### config.mk
export PLATFORM = sky130hd
export DESIGN_NAME = psue_ctrl
export DESIGN_NICKNAME = d
export VERILOG_FILES = /design/src/rtl/psue_pkg.sv /design/src/rtl/psue_ctrl.sv
export SDC_FILE = /design/constraint.sdc
export NUM_CORES = 1
export LEC_CHECK = 0
export ABC_AREA = 1
export BUFFER_PORTS_ARGS = -buffer_cell sky130_fd_sc_hd__buf_2
export CORE_MARGIN = 2
export CORE_UTILIZATION = 44
export DETAILED_ROUTE_END_ITERATION = 10
export HOLD_SLACK_MARGIN = 0.05
export SLEW_MARGIN = 15
export SYNTH_ARGS = -nofsm -noshare
export SYNTH_HDL_FRONTEND = slang
export SYNTH_SLANG_ARGS = --single-unit
### constraint.sdc
create_clock -name clk -period 1.85 [get_ports clk]
set_input_delay 0.185 -clock clk [delete_from_list [all_inputs] [get_ports clk]]
set_output_delay 0.185 -clock clk [all_outputs]
set_load 0.05 [all_outputs]
### src/rtl/psue_pkg.sv
// Shared constants, types and helper functions of the particle swarm update engine.
`default_nettype none
package psue_pkg;

  localparam int PARTICLES = 64;
  localparam int DIMS = 16;
  localparam int PW = $clog2(PARTICLES);
  localparam int DW = (DIMS > 1) ? $clog2(DIMS) : 1;
  localparam int AW = $clog2(PARTICLES * DIMS);

  localparam logic [31:0] ALL_ONES = 32'hFFFF_FFFF;

  localparam logic [2:0] OP_BOUNDS = 3'd0;
  localparam logic [2:0] OP_LOAD   = 3'd1;
  localparam logic [2:0] OP_REPORT = 3'd2;
  localparam logic [2:0] OP_MOVE   = 3'd3;
  localparam logic [2:0] OP_ENDGEN = 3'd4;
  localparam logic [2:0] OP_READ   = 3'd5;

  localparam logic [2:0] REG_TOPOLOGY   = 3'd0;
  localparam logic [2:0] REG_BOUND_POS  = 3'd1;
  localparam logic [2:0] REG_BOUND_VEL  = 3'd2;
  localparam logic [2:0] REG_INERTIA    = 3'd3;
  localparam logic [2:0] REG_OWN_PULL   = 3'd4;
  localparam logic [2:0] REG_SWARM_PULL = 3'd5;

  localparam logic [15:0] INERTIA_RST = 16'd11957;
  localparam logic [15:0] PULL_RST    = 16'd24513;

  typedef struct packed {
    logic        topology;
    logic        bound_position;
    logic        bound_velocity;
    logic [15:0] inertia;
    logic [15:0] own_pull;
    logic [15:0] swarm_pull;
  } cfg_t;

  typedef enum logic [4:0] {
    CMD_NONE, CMD_LATCH, CMD_BOUNDS, CMD_LOAD, CMD_PERR_SELF, CMD_FLAGS,
    CMD_CAND_RD, CMD_CAND_WR, CMD_RPT_FIN, CMD_MV_LEFT, CMD_MV_RIGHT, CMD_MV_X,
    CMD_MV_NB, CMD_MV_M2, CMD_MV_M3, CMD_MV_M4, CMD_MV_M5, CMD_MV_SUM,
    CMD_MV_VEL, CMD_MV_POS, CMD_SC_INIT, CMD_SC_RD, CMD_SC_CMP, CMD_CB_RD,
    CMD_CB_WR, CMD_SC_NEXT, CMD_RD_BEST, CMD_EMIT
  } dp_cmd_t;

  typedef struct packed {
    logic [2:0] op;
    logic       p_ok;
    logic       d_ok;
    logic       topology;
    logic       cnt_last;
    logic       sc_last;
    logic       sc_take;
  } dp_status_t;

  function automatic logic signed [31:0] clamp32(input logic signed [31:0] x,
                                                 input logic signed [31:0] lo,
                                                 input logic signed [31:0] hi);
    if (x < lo) return lo;
    if (x > hi) return hi;
    return x;
  endfunction

  function automatic logic [AW-1:0] elem_addr(input logic [PW-1:0] p,
                                              input logic [DW-1:0] d);
    return AW'(int'(p) * DIMS + int'(d));
  endfunction

endpackage
`default_nettype wire

### src/rtl/psue_ctrl.sv
// Controller state machine that sequences the datapath for each operation.
`default_nettype none
module psue_ctrl (
  input  wire logic                 clk,
  input  wire logic                 rst,
  input  wire logic                 in_valid,
  output logic                      in_ready,
  output logic                      out_valid,
  input  wire logic                 out_ready,
  input  wire psue_pkg::dp_status_t status,
  output psue_pkg::dp_cmd_t         cmd
);

  typedef enum logic [22:0] {
    S_IDLE      = 23'h000001,
    S_EXEC      = 23'h000002,
    S_RPT_FLAGS = 23'h000004,
    S_CAND_RD   = 23'h000008,
    S_CAND_WR   = 23'h000010,
    S_RPT_FIN   = 23'h000020,
    S_MV_LEFT   = 23'h000040,
    S_MV_RIGHT  = 23'h000080,
    S_MV_X      = 23'h000100,
    S_MV_NB     = 23'h000200,
    S_MV_M2     = 23'h000400,
    S_MV_M3     = 23'h000800,
    S_MV_M4     = 23'h001000,
    S_MV_M5     = 23'h002000,
    S_MV_SUM    = 23'h004000,
    S_MV_VEL    = 23'h008000,
    S_MV_POS    = 23'h010000,
    S_SC_RD     = 23'h020000,
    S_SC_CMP    = 23'h040000,
    S_CB_RD     = 23'h080000,
    S_CB_WR     = 23'h100000,
    S_SC_NEXT   = 23'h200000,
    S_DONE      = 23'h400000
  } state_t;

  state_t state, state_next;

  always_comb begin
    state_next = state;
    cmd = psue_pkg::CMD_NONE;
    unique case (state)
      S_IDLE: if (in_valid) begin
        cmd = psue_pkg::CMD_LATCH;
        state_next = S_EXEC;
      end
      S_EXEC: begin
        state_next = S_DONE;
        case (status.op)
          psue_pkg::OP_BOUNDS: if (status.d_ok) cmd = psue_pkg::CMD_BOUNDS;
          psue_pkg::OP_LOAD: if (status.p_ok && status.d_ok) cmd = psue_pkg::CMD_LOAD;
          psue_pkg::OP_REPORT: if (status.p_ok) begin
            cmd = psue_pkg::CMD_PERR_SELF;
            state_next = S_RPT_FLAGS;
          end
          psue_pkg::OP_MOVE: if (status.p_ok && status.d_ok) begin
            cmd = psue_pkg::CMD_PERR_SELF;
            state_next = S_MV_LEFT;
          end
          psue_pkg::OP_ENDGEN: if (status.topology) begin
            cmd = psue_pkg::CMD_SC_INIT;
            state_next = S_SC_RD;
          end
          psue_pkg::OP_READ: if (status.d_ok) cmd = psue_pkg::CMD_RD_BEST;
          default: ;
        endcase
      end
      S_RPT_FLAGS: begin
        cmd = psue_pkg::CMD_FLAGS;
        state_next = S_CAND_RD;
      end
      S_CAND_RD: begin
        cmd = psue_pkg::CMD_CAND_RD;
        state_next = S_CAND_WR;
      end
      S_CAND_WR: begin
        cmd = psue_pkg::CMD_CAND_WR;
        state_next = status.cnt_last ? S_RPT_FIN : S_CAND_RD;
      end
      S_RPT_FIN: begin
        cmd = psue_pkg::CMD_RPT_FIN;
        state_next = S_DONE;
      end
      S_MV_LEFT: begin
        cmd = psue_pkg::CMD_MV_LEFT;
        state_next = S_MV_RIGHT;
      end
      S_MV_RIGHT: begin
        cmd = psue_pkg::CMD_MV_RIGHT;
        state_next = S_MV_X;
      end
      S_MV_X: begin
        cmd = psue_pkg::CMD_MV_X;
        state_next = S_MV_NB;
      end
      S_MV_NB: begin
        cmd = psue_pkg::CMD_MV_NB;
        state_next = S_MV_M2;
      end
      S_MV_M2: begin
        cmd = psue_pkg::CMD_MV_M2;
        state_next = S_MV_M3;
      end
      S_MV_M3: begin
        cmd = psue_pkg::CMD_MV_M3;
        state_next = S_MV_M4;
      end
      S_MV_M4: begin
        cmd = psue_pkg::CMD_MV_M4;
        state_next = S_MV_M5;
      end
      S_MV_M5: begin
        cmd = psue_pkg::CMD_MV_M5;
        state_next = S_MV_SUM;
      end
      S_MV_SUM: begin
        cmd = psue_pkg::CMD_MV_SUM;
        state_next = S_MV_VEL;
      end
      S_MV_VEL: begin
        cmd = psue_pkg::CMD_MV_VEL;
        state_next = S_MV_POS;
      end
      S_MV_POS: begin
        cmd = psue_pkg::CMD_MV_POS;
        state_next = S_DONE;
      end
      S_SC_RD: begin
        cmd = psue_pkg::CMD_SC_RD;
        state_next = S_SC_CMP;
      end
      S_SC_CMP: begin
        cmd = psue_pkg::CMD_SC_CMP;
        state_next = status.sc_take ? S_CB_RD : S_SC_NEXT;
      end
      S_CB_RD: begin
        cmd = psue_pkg::CMD_CB_RD;
        state_next = S_CB_WR;
      end
      S_CB_WR: begin
        cmd = psue_pkg::CMD_CB_WR;
        state_next = status.cnt_last ? S_SC_NEXT : S_CB_RD;
      end
      S_SC_NEXT: begin
        cmd = psue_pkg::CMD_SC_NEXT;
        state_next = status.sc_last ? S_DONE : S_SC_RD;
      end
      S_DONE: if (!out_valid || out_ready) begin
        cmd = psue_pkg::CMD_EMIT;
        state_next = S_IDLE;
      end
      default: state_next = S_IDLE;
    endcase
  end

  always_ff @(posedge clk) begin
    if (rst) begin
      state <= S_IDLE;
      out_valid <= 1'b0;
    end else begin
      state <= state_next;
      if (cmd == psue_pkg::CMD_EMIT) out_valid <= 1'b1;
      else if (out_ready) out_valid <= 1'b0;
    end
  end

  assign in_ready = (state == S_IDLE);

endmodule
`default_nettype wire

==> qor.txt <==
vias post-DR: 1,861
Die Y: 67.68 um
core area: 3943 um^2
count leader, synth: inv_1
P_leak: 1.230 nW
CTS tree: built
Critical Path Max Stage Delay: 0.33 ns
synthesized area: 1784 um^2
EDFF count, synth: 0
worst slew pin tran: 0.3712 ns
CP arrival: 1.85 ns
RSZ-0062 raised after global routing: yes
full die area: 4581 um^2
Main synth FF type: dfxtp_1
initial antenna violation count: 0
Max IR drop VDD: 451.0 uV
total track usage: 22.27%
largest net degree at the start of global routing: 15
Combinational Power Share: 27.7%
max-cap violations: 0
per-cell routed wire length: 12.18 um
crit start category: flip-flop
Slew HR: 75.06%
CP Capture Type: output pin
H-tree depth: 1
period utilization: 109.9%
GR Overflow Total: 0
clock slew at reported path FFs: 0.09 ns
clock latency on the worst-skew pair: 0.27 ns
CP cell instances: nor2_2 > nand2_2 > nor2_4 > buf_6 > nand2_4 > nor2_4 > inv_1 > nand3_1 > nor3_1 > nand4_1 > buf_6
largest area contributor in the netlist: dfxtp_1
Layout area overhead: 36.19%
non-filler instance count after layout: 380
Synthesized Nets: 295
fin. max-slew vios: 0
failing checks: negative setup slack
Mapped Cells: 282
sequential-to-total area share from yosys stat: 26.93%
Mapped Avg Cell Area: 6.327 um^2
Initial Util: 45.26%
slowest CP cell: dfxtp_2
clk_skew: 0.005168 ns
Min-Delay Path Class: input port to flip-flop
PD cells: 569.9 nW/um^2
Final setup viols: 5
Net Sw Frac: 30.79%
final hold vios: 0
share of layout cells above drive strength 1: 41.21%
setup ws final: -0.1829 ns
diode count: 0
ys async rst share: 0%
delay-heaviest family, CP: simple AND/OR/NAND/NOR gates
top cells by area, synth: dfxtp_1, inv_1, nand2_1
number of global-route vias before repair: 1,709
top-area cell type share of the netlist area: 26.93%
fillers: 371
Post-Place Setup Slack: -0.08227 ns
first-pass GRT wire length: 7.624 mm
required time worst endpoint: 1.66 ns
Post-synth top cells: inv_1, nand2_1, nor2_1
# nets final: 344
CP Max Fanout: 3
CP Class: flip-flop to output pin
Iter 0 DRT Violations: 95
Site Rows: 23
DRT Wirelength: 4.630 mm
width of the die: 67.68 um
Core Util, Final: 61.63%
Via density: 4.897
area post-placement: 2110 um^2
share of power burned in registers: 38.5%
Final min period: 2.033 ns
port buffer count: 19
clk root buf: clkbuf_8
Pint: 958.5 uW
CTS Buf Count: 3
Detailed Routing Iterations Pass 1: 4
Routability Congestion: 0.8716
maximum clock frequency: 491.9 MHz
run status: finished, violations left
#FFs+latches synth: 24
clk buf depth: 2
CTS sink cnt: 24
Clk pwr share: 33.8%
Psw: 426.4 uW
hold_buf cts: 0
dpl hpwl: 3.591 mm
num ports: 20
DRC: 0
fin area: 2430 um^2
YS warnings: 0
WP buf/inv: 3
Final ANT Viol Nets: 0
cell count after placement: 368
post-synthesis cell type count: 29
==> power groups by stage <==
| stage | Clock, mW | Sequential (mW) | Combinational, mW |
|---|---|---|---|
| after global placement | 0 | 0.544 | 0.318 |
| after global routing | 0.498 | 0.535 | 0.417 |
| final | 0.468 | 0.533 | 0.383 |
| after floorplan | 0 | 0.545 | 0.232 |
| after CTS | 0.482 | 0.535 | 0.377 |
| after detailed placement | 0 | 0.544 | 0.319 |
==> area by class of cell <==
type                       count  area (um^2)  share of cell area [%]
clock buffer                   3        41.29                   1.699
sequential                    24        505.5                   20.80
clock inverter                 1        30.03                   1.236
tap                           50        62.56                   2.575
timing repair buffer          49        386.6                   15.91
inverter                      52        203.9                   8.393
multi-input combinational    201         1200                   49.38
==> routing by layer <==
layer	GRT usage, %	share of wire [%]
met1	29.25	48
met2	37.38	47
met3	2.333	3.2
met4	8.163	1.6
met5	0	0
==> final timing paths <==
kind	startpoint	endpoint	slack, ns	cells after the start
hold reg to reg	out_valid	out_valid	0.58	2
setup reg to reg	state[2]	state[4]	0.15	11
setup / recovery	state[2]	cmd[1]	-0.18	11
hold / removal	status[1]	state[17]	0.18	3
==> logic make-up after synthesis <==
| kind of cell | count (synthesis) | synth area share [%] |
|---|---|---|
| AO/OA/AOI/OAI | 16 | 5.400 |
| buffers and inverters | 57 | 13.39 |
| flip-flops | 24 | 26.93 |
| AND/OR/NAND/NOR | 185 | 54.28 |
==> what timing repair did <==
item,4_1_cts,5_1_grt
setup buffers,8,0
gates cloned,0,0
pin swaps,14,0
gates resized for setup,57,8
endpoints found under the setup margin,5,5
==> sequential cells by signal, summed over array words and instances, names as in the netlist <==
register,flops
state,23
out_valid,1
==> placed cells by master (no fill, tap or decap), types with 4 or more instances in the layout <==
cell type	netlist	final
a21oi_1	7	7
buf_2	0	14
buf_4	0	25
buf_6	3	7
dfxtp_1	24	6
dfxtp_2	0	17
inv_1	51	46
inv_2	0	4
nand2_1	46	38
nand2_2	4	10
nand2_4	4	6
nand3_1	29	26
nand3_2	6	9
nand4_1	9	9
nor2_1	46	37
nor2_2	13	14
nor2_4	5	13
nor3_1	12	12
==> tightest hold or removal path: stages <==
cell	delay, ns
buf_2	0.09
or2_1	0.09
a21oi_1	0.05
==> metrics by stage <==
stage	total power, mW	hold WS [ns]	TNS [ns]
after floorplan	0.7772	0.2635	-0.1241
after global placement	0.8618	0.4714	-0.2257
after detailed placement	0.8624	0.4691	-0.2172
after CTS	1.394	0.1725	-0.7722
after global routing	1.450	0.1843	-1.445
final	1.385	0.1760	-0.8462
Power figures use the tool's default switching activity.
